`config.mk`:
```
export PLATFORM = sky130hd
export DESIGN_NAME = ntc_code_to_temperature_top_flat
export DESIGN_NICKNAME = d
export VERILOG_FILES = /design/src/hw/rtl/ntct_pkg.sv /design/src/hw/rtl/ntct_if.sv /design/src/hw/rtl/ntct_div.sv /design/src/hw/rtl/ntct_code_to_temperature_top.sv /design/src/flat_wrapper.sv
export SDC_FILE = /design/constraint.sdc
export NUM_CORES = 1
export LEC_CHECK = 0
export BUFFER_PORTS_ARGS = -buffer_cell sky130_fd_sc_hd__buf_2
export CORE_ASPECT_RATIO = 0.6
export CORE_UTILIZATION = 50
export CTS_CLUSTER_SIZE = 10
export DETAILED_ROUTE_END_ITERATION = 10
export PLACE_DENSITY = 0.63
export SYNTH_ARGS = -nofsm -noshare
export SYNTH_HDL_FRONTEND = slang
export SYNTH_SLANG_ARGS = --single-unit
export TNS_END_PERCENT = 1
```
`constraint.sdc`:
```
create_clock -name i_clk -period 13 [get_ports i_clk]
set_clock_uncertainty 0.2 [all_clocks]
set_input_delay 2.6 -clock i_clk [delete_from_list [all_inputs] [get_ports i_clk]]
set_output_delay 2.6 -clock i_clk [all_outputs]
set_load 0.02 [all_outputs]
```
`src/hw/rtl/ntct_pkg.sv`:
```
// Package for the NTC code-to-temperature converter: widths, codes, state type
// and the thermistor code table. No dependencies.
package ntct_pkg;

    localparam int CodeW      = 10;               // ADC code width
    localparam int CodeQW     = 16;               // code in Q10.6
    localparam int TempW      = 8;                // signed temperature
    localparam int StatW      = 2;
    localparam int TableDef   = 37;               // points defined in the table
    localparam int TableIdxW  = $clog2(TableDef);
    localparam int TablePts   = 37;               // default point count
    localparam int TempBase   = -55;              // temperature of point 0
    localparam int FaultTemp  = -127;
    localparam int DenW       = 16;               // segment width in Q10.6
    localparam int NumW       = 25;               // magnitude of interpolation numerator
    localparam int PAddrW     = 4;
    localparam int PDataW     = 32;

    localparam logic [CodeW-1:0] ShortRst    = 10'd35;
    localparam logic [CodeW-1:0] OverheatRst = 10'd96;
    localparam logic [CodeW-1:0] OpenRst     = 10'd990;

    typedef enum logic [StatW-1:0] {
        ST_NORMAL   = 2'd0,
        ST_OVERHEAT = 2'd1,
        ST_SHORT    = 2'd2,
        ST_OPEN     = 2'd3
    } t_status;

    typedef enum logic [1:0] {
        REG_SHORT    = 2'd0,
        REG_OVERHEAT = 2'd1,
        REG_OPEN     = 2'd2
    } t_reg_idx;

    typedef enum logic [2:0] {
        S_IDLE,
        S_SEARCH,
        S_PREP,
        S_MUL,
        S_DIV,
        S_DONE
    } t_state;

    typedef struct packed {
        logic start;
    } t_div_req;

    typedef struct packed {
        logic            done;
        logic [NumW-1:0] quot;
    } t_div_rsp;

    // Divider code at -55, -50, ... 125 C, Q10.6, descending.
    function automatic logic [CodeQW-1:0] code_q6(input logic [TableIdxW-1:0] idx);
        logic [CodeQW-1:0] v;
        case (idx)
            6'd0:  v = 16'd62435;
            6'd1:  v = 16'd61158;
            6'd2:  v = 16'd59482;
            6'd3:  v = 16'd57345;
            6'd4:  v = 16'd54703;
            6'd5:  v = 16'd51558;
            6'd6:  v = 16'd47932;
            6'd7:  v = 16'd43933;
            6'd8:  v = 16'd39680;
            6'd9:  v = 16'd35350;
            6'd10: v = 16'd31091;
            6'd11: v = 16'd27060;
            6'd12: v = 16'd23350;
            6'd13: v = 16'd20037;
            6'd14: v = 16'd17134;
            6'd15: v = 16'd14643;
            6'd16: v = 16'd12529;
            6'd17: v = 16'd10755;
            6'd18: v = 16'd9277;
            6'd19: v = 16'd8054;
            6'd20: v = 16'd7042;
            6'd21: v = 16'd6206;
            6'd22: v = 16'd5518;
            6'd23: v = 16'd4948;
            6'd24: v = 16'd4478;
            6'd25: v = 16'd4087;
            6'd26: v = 16'd3764;
            6'd27: v = 16'd3494;
            6'd28: v = 16'd3268;
            6'd29: v = 16'd3079;
            6'd30: v = 16'd2920;
            6'd31: v = 16'd2785;
            6'd32: v = 16'd2672;
            6'd33: v = 16'd2576;
            6'd34: v = 16'd2494;
            6'd35: v = 16'd2423;
            6'd36: v = 16'd2362;
            default: v = 16'd0;
        endcase
        return v;
    endfunction

endpackage

```
`src/hw/rtl/ntct_if.sv`:
```
// Valid/ready channel interfaces for the converter: ADC code in, result out.
// Depends on ntct_pkg.
interface ntct_in_if;
    logic                       valid;
    logic                       ready;
    logic [ntct_pkg::CodeW-1:0] adc_code;

    modport source (output valid, output adc_code, input ready);
    modport sink   (input valid, input adc_code, output ready);
endinterface

interface ntct_out_if;
    logic                       valid;
    logic                       ready;
    logic [ntct_pkg::TempW-1:0] temperature;
    logic [ntct_pkg::StatW-1:0] sensor_status;

    modport source (output valid, output temperature, output sensor_status, input ready);
    modport sink   (input valid, input temperature, input sensor_status, output ready);
endinterface

```
`src/hw/rtl/ntct_div.sv`:
```
// Restoring unsigned divider, one quotient bit per cycle.
// Depends on ntct_pkg (request/response structs).
module ntct_div #(
    parameter int NUM_W = ntct_pkg::NumW,
    parameter int DEN_W = ntct_pkg::DenW
) (
    input  logic                i_clk,
    input  logic                i_rst_n,
    input  ntct_pkg::t_div_req  i_req,
    input  logic [NUM_W-1:0]    i_num,
    input  logic [DEN_W-1:0]    i_den,
    output ntct_pkg::t_div_rsp  o_rsp
);

    localparam int CntW = $clog2(NUM_W + 1);

    logic [CntW-1:0]  r_cnt;
    logic             r_busy;
    logic             r_done;
    logic [DEN_W:0]   r_rem;
    logic [NUM_W-1:0] r_quo;
    logic [DEN_W-1:0] r_den;

    logic [DEN_W:0]   w_shift;
    logic [DEN_W+1:0] w_trial;

    assign w_shift = {r_rem[DEN_W-1:0], r_quo[NUM_W-1]};
    assign w_trial = {1'b0, w_shift} - {2'b00, r_den};

    always_ff @(posedge i_clk) begin
        if (!i_rst_n) begin
            r_busy <= 1'b0;
            r_done <= 1'b0;
            r_cnt  <= '0;
        end else begin
            r_done <= 1'b0;
            if (i_req.start) begin
                r_busy <= 1'b1;
                r_cnt  <= CntW'(NUM_W);
            end else if (r_busy) begin
                r_cnt <= r_cnt - 1'b1;
                if (r_cnt == CntW'(1)) begin
                    r_busy <= 1'b0;
                    r_done <= 1'b1;
                end
            end
        end
    end

    always_ff @(posedge i_clk) begin
        if (i_req.start) begin
            r_rem <= '0;
            r_quo <= i_num;
            r_den <= i_den;
        end else if (r_busy) begin
            if (!w_trial[DEN_W+1]) begin
                r_rem <= w_trial[DEN_W:0];
                r_quo <= {r_quo[NUM_W-2:0], 1'b1};
            end else begin
                r_rem <= w_shift;
                r_quo <= {r_quo[NUM_W-2:0], 1'b0};
            end
        end
    end

    assign o_rsp.done = r_done;
    assign o_rsp.quot = r_quo;

endmodule

```
`src/hw/rtl/ntct_code_to_temperature_top.sv`:
```
// NTC thermistor code-to-temperature converter, top level.
// Depends on ntct_pkg, ntct_if (channels) and ntct_div (serial divider).
//
// Usage:
//   i_item carries one 10-bit ADC code per transaction; o_result returns one
//   transaction per code: a signed 8-bit temperature in C and a 2-bit sensor
//   status (normal, overheat, shorted, open). Shorted and open give -127.
//   The APB port holds three 10-bit limits at 0x0 (short), 0x4 (overheat)
//   and 0x8 (open); write them only while no conversion is in flight.
// Operation:
//   The code is compared against the table one point per cycle until the
//   bracketing segment is found, then the segment end points are fetched,
//   one multiply forms the interpolation numerator, and a restoring divider
//   produces one quotient bit per cycle.
// Flow:
//   One code is converted at a time; i_item.ready is high only while the
//   sequencer is idle, which includes the time a finished result still
//   waits in the output register.
// Reset / stall:
//   Synchronous active-low reset returns the sequencer to idle, empties the
//   output register and loads the limit defaults (35, 96, 990). If the sink
//   stalls, the result holds in the output register; a following result
//   waits in the done state until the register frees.
module ntc_code_to_temperature_top #(
    parameter int TABLE_POINTS = ntct_pkg::TablePts
) (
    input  logic                          i_clk,
    input  logic                          i_rst_n,
    ntct_in_if.sink                       i_item,
    ntct_out_if.source                    o_result,
    input  logic                          psel,
    input  logic                          penable,
    input  logic                          pwrite,
    input  logic [ntct_pkg::PAddrW-1:0]   paddr,
    input  logic [ntct_pkg::PDataW-1:0]   pwdata,
    output logic [ntct_pkg::PDataW-1:0]   prdata,
    output logic                          pready
);

    // Points actually used: clamped to [2, points defined].
    localparam int NUsed = (TABLE_POINTS < ntct_pkg::TableDef)
                         ? ((TABLE_POINTS < 2) ? 2 : TABLE_POINTS)
                         : ntct_pkg::TableDef;
    localparam int IdxW  = $clog2(NUsed);
    localparam int TIW   = ntct_pkg::TableIdxW;
    localparam int CW    = ntct_pkg::CodeW;
    localparam int QW    = ntct_pkg::CodeQW;
    localparam int TW    = ntct_pkg::TempW;
    localparam int DW    = ntct_pkg::DenW;
    localparam int NW    = ntct_pkg::NumW;
    localparam logic [IdxW-1:0] LastIdx = IdxW'(NUsed - 1);

    // ---------------- configuration registers ----------------
    logic [CW-1:0] r_short_lim;
    logic [CW-1:0] r_overheat_lim;
    logic [CW-1:0] r_open_lim;
    logic          w_cfg_wr;

    assign pready   = 1'b1;
    assign w_cfg_wr = psel && penable && pwrite && pready;

    always_ff @(posedge i_clk) begin
        if (!i_rst_n) begin
            r_short_lim    <= ntct_pkg::ShortRst;
            r_overheat_lim <= ntct_pkg::OverheatRst;
            r_open_lim     <= ntct_pkg::OpenRst;
        end else if (w_cfg_wr) begin
            unique case (ntct_pkg::t_reg_idx'(paddr[3:2]))
                ntct_pkg::REG_SHORT:    r_short_lim    <= pwdata[CW-1:0];
                ntct_pkg::REG_OVERHEAT: r_overheat_lim <= pwdata[CW-1:0];
                ntct_pkg::REG_OPEN:     r_open_lim     <= pwdata[CW-1:0];
                default: ;
            endcase
        end
    end

    always_comb begin
        prdata = '0;
        unique case (ntct_pkg::t_reg_idx'(paddr[3:2]))
            ntct_pkg::REG_SHORT:    prdata = ntct_pkg::PDataW'(r_short_lim);
            ntct_pkg::REG_OVERHEAT: prdata = ntct_pkg::PDataW'(r_overheat_lim);
            ntct_pkg::REG_OPEN:     prdata = ntct_pkg::PDataW'(r_open_lim);
            default:                prdata = '0;
        endcase
    end

    // ---------------- sequencer ----------------
    ntct_pkg::t_state   r_state, n_state;
    ntct_pkg::t_div_req w_div_req;
    ntct_pkg::t_div_rsp w_div_rsp;

    logic              w_in_ready;
    logic              w_out_load;
    logic              w_hit;

    // datapath
    logic [QW-1:0]          r_c;         // code in Q10.6
    ntct_pkg::t_status      r_status;
    ntct_pkg::t_status      w_status;
    logic [IdxW-1:0]        r_idx;       // search index, then segment s
    logic [DW-1:0]          r_den;
    logic signed [QW:0]     r_dif;       // chi - c
    logic signed [TW-1:0]   r_thi;       // temperature at point s-1
    logic                   r_neg;
    logic [NW-1:0]          w_mag;       // numerator magnitude, loaded into the divider

    logic [IdxW-1:0]        w_km1;
    logic [QW-1:0]          w_chi;
    logic [QW-1:0]          w_clo;
    logic signed [NW:0]     w_prod;
    logic signed [NW:0]     w_five;
    logic signed [NW:0]     w_num;
    logic [TW-2:0]          w_sat;
    logic [TW-1:0]          w_tmag;
    logic [TW-1:0]          w_temp;

    // output register
    logic                   r_out_valid;
    logic [TW-1:0]          r_out_temp;
    ntct_pkg::t_status      r_out_stat;

    assign w_hit = (r_c >= ntct_pkg::code_q6(TIW'(r_idx)));

    always_comb begin
        if (i_item.adc_code < r_short_lim)
            w_status = ntct_pkg::ST_SHORT;
        else if (i_item.adc_code < r_overheat_lim)
            w_status = ntct_pkg::ST_OVERHEAT;
        else if (i_item.adc_code > r_open_lim)
            w_status = ntct_pkg::ST_OPEN;
        else
            w_status = ntct_pkg::ST_NORMAL;
    end

    always_ff @(posedge i_clk) begin
        if (!i_rst_n) begin
            r_state <= ntct_pkg::S_IDLE;
        end else begin
            r_state <= n_state;
        end
    end

    always_comb begin
        n_state         = r_state;
        w_in_ready      = 1'b0;
        w_div_req.start = 1'b0;
        w_out_load      = 1'b0;
        unique case (r_state)
            ntct_pkg::S_IDLE: begin
                w_in_ready = 1'b1;
                if (i_item.valid) n_state = ntct_pkg::S_SEARCH;
            end
            ntct_pkg::S_SEARCH: begin
                if (w_hit || (r_idx == LastIdx)) n_state = ntct_pkg::S_PREP;
            end
            ntct_pkg::S_PREP: begin
                n_state = ntct_pkg::S_MUL;
            end
            ntct_pkg::S_MUL: begin
                w_div_req.start = 1'b1;
                n_state         = ntct_pkg::S_DIV;
            end
            ntct_pkg::S_DIV: begin
                if (w_div_rsp.done) n_state = ntct_pkg::S_DONE;
            end
            ntct_pkg::S_DONE: begin
                if (!r_out_valid || o_result.ready) begin
                    w_out_load = 1'b1;
                    n_state    = ntct_pkg::S_IDLE;
                end
            end
            default: n_state = ntct_pkg::S_IDLE;
        endcase
    end

    assign i_item.ready = w_in_ready;

    // Segment end points; r_idx >= 1 once the search is done.
    assign w_km1 = r_idx - 1'b1;
    assign w_chi = ntct_pkg::code_q6(TIW'(w_km1));
    assign w_clo = ntct_pkg::code_q6(TIW'(r_idx));

    // numerator = thi*den + 5*(chi - c)
    assign w_prod = (NW+1)'(r_thi) * (NW+1)'(signed'({1'b0, r_den}));
    assign w_five = ((NW+1)'(r_dif) <<< 2) + (NW+1)'(r_dif);
    assign w_num  = w_prod + w_five;
    assign w_mag  = w_num[NW] ? NW'(-w_num) : NW'(w_num);

    always_ff @(posedge i_clk) begin
        unique case (r_state)
            ntct_pkg::S_IDLE: begin
                r_c      <= {i_item.adc_code, 6'b0};
                r_status <= w_status;
                r_idx    <= '0;
            end
            ntct_pkg::S_SEARCH: begin
                if (w_hit || (r_idx == LastIdx))
                    r_idx <= (r_idx == '0) ? IdxW'(1) : r_idx;
                else
                    r_idx <= r_idx + 1'b1;
            end
            ntct_pkg::S_PREP: begin
                r_den <= w_chi - w_clo;
                r_dif <= signed'({1'b0, w_chi}) - signed'({1'b0, r_c});
                // -55 + 5*(s-1), modulo 2^8
                r_thi <= signed'(TW'(ntct_pkg::TempBase) + (TW'(w_km1) << 2) + TW'(w_km1));
            end
            ntct_pkg::S_MUL: begin
                r_neg <= w_num[NW];
            end
            default: ;
        endcase
    end

    ntct_div #(
        .NUM_W (NW),
        .DEN_W (DW)
    ) u_div (
        .i_clk   (i_clk),
        .i_rst_n (i_rst_n),
        .i_req   (w_div_req),
        .i_num   (w_mag),
        .i_den   (r_den),
        .o_rsp   (w_div_rsp)
    );

    // Truncated magnitude, saturated to 127, sign restored; faults force -127.
    assign w_sat  = (|w_div_rsp.quot[NW-1:TW-1]) ? {(TW-1){1'b1}} : w_div_rsp.quot[TW-2:0];
    assign w_tmag = {1'b0, w_sat};

    always_comb begin
        if ((r_status == ntct_pkg::ST_SHORT) || (r_status == ntct_pkg::ST_OPEN))
            w_temp = TW'(ntct_pkg::FaultTemp);
        else if (r_neg)
            w_temp = -w_tmag;
        else
            w_temp = w_tmag;
    end

    always_ff @(posedge i_clk) begin
        if (!i_rst_n) begin
            r_out_valid <= 1'b0;
        end else if (w_out_load) begin
            r_out_valid <= 1'b1;
        end else if (o_result.ready) begin
            r_out_valid <= 1'b0;
        end
    end

    always_ff @(posedge i_clk) begin
        if (w_out_load) begin
            r_out_temp <= w_temp;
            r_out_stat <= r_status;
        end
    end

    assign o_result.valid         = r_out_valid;
    assign o_result.temperature   = r_out_temp;
    assign o_result.sensor_status = r_out_stat;

endmodule

```
`src/flat_wrapper.sv`:
```
// flat-port wrapper written by rule: the top's interface ports become plain ports
module ntc_code_to_temperature_top_flat 
#(
    parameter int TABLE_POINTS = ntct_pkg::TablePts
)
  (i_clk, i_rst_n, psel, penable, pwrite, paddr, pwdata, prdata, pready, i_item_valid, i_item_adc_code, i_item_ready, o_result_valid, o_result_temperature, o_result_sensor_status, o_result_ready);
  ntct_in_if i_item_i ();
  ntct_out_if o_result_i ();
  input  logic i_clk;
  input  logic i_rst_n;
  input  logic psel;
  input  logic penable;
  input  logic pwrite;
  input  logic [ntct_pkg::PAddrW-1:0] paddr;
  input  logic [ntct_pkg::PDataW-1:0] pwdata;
  output logic [ntct_pkg::PDataW-1:0] prdata;
  output logic pready;
  input wire logic [$bits(i_item_i.valid)-1:0] i_item_valid;
  input wire logic [$bits(i_item_i.adc_code)-1:0] i_item_adc_code;
  output wire logic [$bits(i_item_i.ready)-1:0] i_item_ready;
  output wire logic [$bits(o_result_i.valid)-1:0] o_result_valid;
  output wire logic [$bits(o_result_i.temperature)-1:0] o_result_temperature;
  output wire logic [$bits(o_result_i.sensor_status)-1:0] o_result_sensor_status;
  input wire logic [$bits(o_result_i.ready)-1:0] o_result_ready;
  assign i_item_i.valid = i_item_valid;
  assign i_item_i.adc_code = i_item_adc_code;
  assign i_item_ready = i_item_i.ready;
  assign o_result_valid = o_result_i.valid;
  assign o_result_temperature = o_result_i.temperature;
  assign o_result_sensor_status = o_result_i.sensor_status;
  assign o_result_i.ready = o_result_ready;
  ntc_code_to_temperature_top #(.TABLE_POINTS(TABLE_POINTS)) u_core (.i_clk(i_clk), .i_rst_n(i_rst_n), .i_item(i_item_i), .o_result(o_result_i), .psel(psel), .penable(penable), .pwrite(pwrite), .paddr(paddr), .pwdata(pwdata), .prdata(prdata), .pready(pready));
endmodule
```
# [Word level (Yosys, flattened, before mapping)]
# Memory sizes are Yosys's and may differ from the RTL's. A register that Yosys moved wholly into a read port is not among the register bits.
# Cells that the tools add are included.
[word_totals] register_bits=168 rom_bits=3072 elab_cells=111 n_memories=3
[op_classes] add_sub_neg=12 multipliers=1 magnitude_cmp=4 eq_ne=16 mux=32 n_bitwise=2 n_reduce_logical=20
[memory_table] memory="(no name shown)" words=64 word_bits=16 read_ports=1 rd_ports_with_merged_regs=1 write_ports=0 line="ntct_pkg.sv:57" source="case (idx)"
[memory_table] memory="(no name shown)" words=64 word_bits=16 read_ports=1 rd_ports_with_merged_regs=0 write_ports=0 line="ntct_pkg.sv:57"
[memory_table] memory="(no name shown)" words=64 word_bits=16 read_ports=1 rd_ports_with_merged_regs=1 write_ports=0 line="ntct_pkg.sv:57"
[ops] operator="$mux W25" count=3
[ops] operator="$pmux W10 S3" count=1
[ops] operator="$add A25 B20 Y26" count=1
[ops] operator="$mul A8 B17 Y25" count=1
[ops] operator="$neg A25 Y25" count=1
[ops] operator="$mux W6" count=4
[ops] operator="$add A19 B17 Y20" count=1
[ops] operator="$lt A10 B10 Y1" count=2
[ops] operator="$pmux W3 S6" count=1
[ops] operator="$reduce_or A18 Y1" count=1
[ops] operator="$sub A17 B16 Y18" count=1
[ops] operator="$sub A16 B16 Y17" count=1
[ops] operator="$ge A16 B16 Y1" count=1
[ops] operator="$mux W16" count=1
[ops] operator="$sub A16 B16 Y16" count=1
[ops] operator="$mux W3" count=4
[ops] operator="$pmux W6 S2" count=1
[ops] operator="$mux W1" count=11
[ops] operator="$gt A10 B10 Y1" count=1
[ops] operator="$mux W5" count=2
[ops] operator="$add A8 B6 Y8" count=1
[ops] operator="$add A8 B8 Y8 const A" count=1
[ops] operator="$mux W8" count=1
[ops] operator="$neg A7 Y8" count=1
[ops] operator="27 further kinds" count=43

# [Longest topological paths before layout]
[logic_depth] depth_word=5 depth_mapped=28 mapped_depth_nobuf=25

# [Cells and area by module]
# A second synthesis with hierarchy kept.
[unflattened] hier_cells=2029 hier_area_um2=18161.2
[modules_own_cells] mod="ntc_code_to_temperature_top" n_inst=1 cells_each=1747 area_each_um2=14846.7 seq_area_each_um2=3103.0
[modules_own_cells] mod="ntct_div" n_inst=1 cells_each=282 area_each_um2=3314.4 seq_area_each_um2=1691.6

# [Worst setup path after synthesis]
# OpenSTA, ideal clock, no wires.
[synth_path] path_kind="register -> register" from="reg u_core.r_thi[1]" to="reg u_core.u_div.r_quo[18] (data pin)" setup_time_ns=0.260 arrival_time_ns=6.243 required_ns=12.540 setup_slack_ns=6.297 stages_incl_launch_ff=24 path_buffers=1 period_less_slack_ns=6.703 cell_sequence="edfxtp_1 -> clkbuf_1 -> nand2_1 -> fa_1 -> inv_1 -> fa_1 -> inv_1 -> fa_1 -> inv_1 -> fa_1 -> inv_1 -> fa_1 -> inv_1 -> ha_1 -> a211oi_1 -> nor2_1 -> xor2_1 -> or3_1 -> or3_1 -> or4_1 -> nor3_2 -> nor2_1 -> xnor2_1 -> mux2_2"
[synth_via] elab_chain_cells=5
[synth_rtl] item="from (decl)" line="ntct_code_to_temperature_top.sv:103" source="logic signed [TW-1:0] r_thi;"
[synth_rtl] item="from (signal assigned)" line="ntct_code_to_temperature_top.sv:206" source="r_thi <= signed'(TW'(ntct_pkg::TempBase) + (TW'(w_km1) << 2) + TW'(w_km1));"
[synth_rtl] item="$mul A8 B17 Y25 *" line="ntct_code_to_temperature_top.sv:184" source="assign w_prod = (NW+1)'(r_thi) * (NW+1)'(signed'({1'b0, r_den}));"
[synth_rtl] item="$add A25 B20 Y26 *" line="ntct_code_to_temperature_top.sv:186" source="assign w_num = w_prod + w_five;"
[synth_rtl] item="$neg A25 Y25" line="ntct_code_to_temperature_top.sv:187" source="assign w_mag = w_num[NW] ? NW'(-w_num) : NW'(w_num);"
[synth_rtl] item="$mux W25 *" line="ntct_code_to_temperature_top.sv:187"
[synth_rtl] item="$mux W25 *" line="ntct_div.sv:51" source="if (i_req.start) begin"
[synth_rtl] item="to (signal assigned)" line="ntct_div.sv:53" source="r_quo <= i_num;"
[synth_rtl] item="to (signal assigned)" line="ntct_div.sv:58" source="r_quo <= {r_quo[NUM_W-2:0], 1'b1};"
[synth_rtl] item="to (signal assigned)" line="ntct_div.sv:61" source="r_quo <= {r_quo[NUM_W-2:0], 1'b0};"
[synth_rtl] item="to (decl)" line="ntct_div.sv:21" source="logic [NUM_W-1:0] r_quo;"
# Mark *: on every way between the ends. The rest lies on a longest branch, timed or not.
# A chain may end at the register's enable or synchronous reset.

# [Worst setup path in the final report]
[layout_path] from="reg u_core.r_thi[7]" to="reg u_core.u_div.r_quo[16] (data pin)"
# The elaborated chain is that of the path after synthesis.

==> impl_metrics.yaml <==
outcome:
  status: "finished, final reports clean"
grt:
  grt_pass1_wl_mm: 77.5
  antenna_found_initial: 0
  grt_max_degree: 75
  grt_pass1_vias: 14200
  overflow: 0
  track_usage_pct: 26.1
die:
  rows: 54
  ioPinCount: 98
  die_y_um: 151
  dieArea_um2: 37900
  core-area_um2: 36400
  die_x_um: 251
  initial_core_util_pct: 51.0
sta:
  worst_pin_slew_ns: 1.27
  rsz0062_at_grt: "no"
  relSlewSlack_pct: 14.5
  setup_viol: 0
  fin_setup_tns_ns: 0
  finalMaxSlewViolations: 0
  fmax_mhz: 132
  finalHoldViolCount: 0
  period_share_pct: 58.3
  min_period_ns: 7.58
cts:
  cts_hold_buf: 0
  cts_setup_buffers: 0
  cts_tree: "done"
  root_buffer: "clkbuf_16"
  numCtsBuffers: 17
  path_clk_slew_ns: 0.08
  clock_latency_ns: 0.46
  cts-htree-levels: 4
  cts.sinks: 184
  cts_resized: 0
  clock_path_buffers: 2
logic_synthesis:
  avgSynthCellArea_um2: 8.64
  synthMuxAreaShare_pct: 2.08
  synth_fa_ha_area_share_pct: 25.6
  yosysSeqAreaShare_pct: 25.8
  yosys_warnings: 0
  synth-xor-area-share_pct: 4.06
  synthArstFlopShare_pct: 0
  syn_area_um2: 18600
  synth-compound-area-share_pct: 16.7
  synth_edf_count: 111
  ys.flop_type: "edfxtp_1"
  ys_types: 94
  synthSimpleGateAreaFrac_pct: 16.6
  netlist_instances: 2147
  synth_top_family_by_area: "adder cells"
  ys_ff_latch: 184
worst_setup_path:
  cp_slowest_cell: "edfxtp_1"
  rr_worst_depth: 22
  r2r_setup_slack_ns: 5.42
  r2r_start: "u_core.r_thi[7]"
  critical_path_buf_inv_count: 5
  start_kind: "flip-flop"
  critPathKind: "reg2reg"
  cp_slowest_stage_delay_ns: 0.57
  required_ns: 12.98
  path_cells: "inv_1 -> nor2_1 -> fa_1 -> fa_1 -> fa_1 -> fa_1 -> inv_1 -> fa_1 -> inv_1 -> ha_1 -> and3_1 -> a22oi_1 -> o22ai_1 -> o21ai_1 -> o21ai_0 -> o41ai_1 -> xnor2_1 -> buf_4 -> inv_1 -> o21ai_0 -> xor2_1 -> o21ai_0"
  cp_max_fo: 15
  cp_common_cell: "fa_1"
  end_kind: "flip-flop"
  worstReg2RegEnd: "u_core.u_div.r_quo[16]"
  path_delay_family: "adder cells"
  arrival_ns: 7.55
drt:
  avgRoutedWirePerCell_um: 18.2
  wl_mm: 47.7
  vias: 15100
  first_pass_iters: 5
  drc_errors: 0
  via_per_inst: 5.74
  ant_nets: 0
  drt_iter0_markers: 1362
cells_and_area:
  syn2layout_area_growth_pct: 5.84
  layout-drive-gt1-share_pct: 6.33
  antenna_cells: 0
  n_fill_cell: 3377
  final_net_count: 2493
worst_hold_path:
  hold_depth: 0
  min_from: "u_core.r_status[0]"
  holdPathEnd: "u_core.o_result.sensor_status[0]"
  hold_path_class: "reg2reg"
placement:
  hpwl_mm: 37.5
  gp_congestion: 0.941
  port-buffer-count: 50
run:
  maxCapViolations: 0
-- placed cells by master, fill, tap and decap left out, types with 8 or more instances in the layout --
cell type,instances
or2_2,9
o22ai_1,10
a21oi_1,106
a31oi_1,18
a211oi_1,17
nand2_1,259
xnor2_1,57
nor2_1,131
nand2b_1,17
buf_2,50
o21a_1,12
conb_1,23
ha_1,178
nor2b_1,24
nand3_1,37
a21o_1,23
buf_4,11
inv_1,304
nor4_1,10
and2_1,50
mux2i_1,33
inv_8,8
a21boi_0,19
nor3_1,42
xor2_1,29
and3_1,8
fa_1,126
edfxtp_1,111
o21ai_0,126
dfxtp_1,73
nand4_1,11
o211ai_1,28
or3_1,10
clkbuf_16,17
-- kinds of logic after synthesis --
| group | Yosys count |
|---|---|
| buf+inv | 420 |
| flops | 184 |
| xor+xnor | 86 |
| mux | 37 |
| other cells | 2 |
| simple gates | 647 |
| fa+ha+maj | 304 |
| compound gates | 467 |
-- sequential cells by signal (all words and copies together), names as in the netlist --
signal / cells
u_core.r_state: 3
u_core.r_status: 2
u_core.u_div.r_den: 16
u_core.r_short_lim: 10
u_core.r_neg: 1
u_core.r_open_lim: 10
u_core.r_dif: 17
u_core.o_result.temperature: 8
u_core.r_den: 16
u_core.u_div.r_busy: 1
u_core.u_div.r_quo: 25
u_core.o_result.sensor_status: 2
u_core.r_overheat_lim: 10
u_core.r_idx: 6
u_core.r_c: 10
u_core.r_thi: 8
u_core.u_div.r_rem: 16
u_core.u_div.r_cnt: 5
u_core.o_result.valid: 1
u_core.u_div.r_done: 1
u_core.w_clo: 16
-- cells in the mapped netlist, types with 5 or more instances --
master / n / area share [%]
xor2_1: 29 / 1.4
a31oi_1: 18 / 0.61
nand4b_1: 5 / 0.24
a221oi_1: 5 / 0.24
or4_1: 5 / 0.20
clkbuf_1: 69 / 1.4
a21oi_1: 106 / 2.9
nand4_1: 11 / 0.37
nor2_1: 132 / 2.7
o31ai_1: 7 / 0.28
o21ai_0: 126 / 3.4
nand2_1: 259 / 5.2
ha_1: 178 / 12
nor4_1: 10 / 0.34
edfxtp_1: 111 / 18
fa_1: 126 / 14
a211oi_1: 17 / 0.69
and3_1: 8 / 0.27
o2111ai_1: 7 / 0.33
nand3b_1: 5 / 0.20
a21o_1: 23 / 0.93
nor3_1: 42 / 1.1
buf_2: 12 / 0.32
dfxtp_1: 73 / 7.9
o221ai_1: 5 / 0.24
nand2b_1: 17 / 0.57
mux2i_1: 33 / 1.8
and2_1: 50 / 1.7
xnor2_1: 57 / 2.7
nand3_1: 37 / 1.0
or3_1: 10 / 0.34
o21bai_1: 6 / 0.24
o21a_1: 12 / 0.49
o41ai_1: 6 / 0.28
nor3b_1: 5 / 0.20
buf_4: 28 / 1.1
a31o_2: 5 / 0.24
o22ai_1: 10 / 0.34
o211ai_1: 28 / 1.1
or2_2: 9 / 0.30
a21boi_0: 19 / 0.77
a211o_1: 7 / 0.33
inv_1: 304 / 6.1
nor2b_1: 24 / 0.81
-- through the flow --
stage	instance area (µm²)	hold WS, ns	worst slack [ns]	util, %	cells
floorplan	18600	0.200	6.30	-	2168
global placement	19000	0.203	5.65	52.3	2593
detailed placement	19000	0.210	5.49	52.3	2593
CTS	19600	0.228	5.47	53.9	2625
global route	19600	0.256	4.87	53.9	2625
finish	19600	0.225	5.42	53.9	2625
-- per-layer routing --
layer / global-route usage (%) / routed length, µm
met2: 36.3 / 18900
met4: 4.94 / 500
met3: 6.60 / 4290
met5: 0 / 0
met1: 40.2 / 24000
-- worst max-delay path by stage --
| stage | startpoint | end | slack, ns | cells past startpoint |
|---|---|---|---|---|
| 2_1_floorplan | u_core.r_thi[1] | u_core.u_div.r_quo[18] | 6.30 | 23 |
| 3_3_place_gp | u_core.r_thi[7] | u_core.u_div.r_quo[16] | 5.65 | 22 |
| 3_5_place_dp | u_core.r_thi[7] | u_core.u_div.r_quo[16] | 5.49 | 22 |
| 4_1_cts | u_core.r_thi[7] | u_core.u_div.r_quo[16] | 5.47 | 22 |
| 5_1_grt | u_core.r_thi[7] | u_core.u_div.r_quo[16] | 4.87 | 22 |
| 6_report | u_core.r_thi[7] | u_core.u_div.r_quo[16] | 5.42 | 22 |
-- area by class of cell --
type / instances / area [µm²] / area share (%)
clock buffers: 18 / 439 / 2.24
multi-input cells: 1564 / 12200 / 61.9
clock inverters: 14 / 165 / 0.841
flip-flops and latches: 184 / 4790 / 24.4
repair buffers: 61 / 333 / 1.69
inverters: 308 / 1160 / 5.89
well taps: 476 / 596 / 3.03
Power is not shown: default switching activity piles up to over one toggle a cycle in this logic, so the estimate is an artifact.
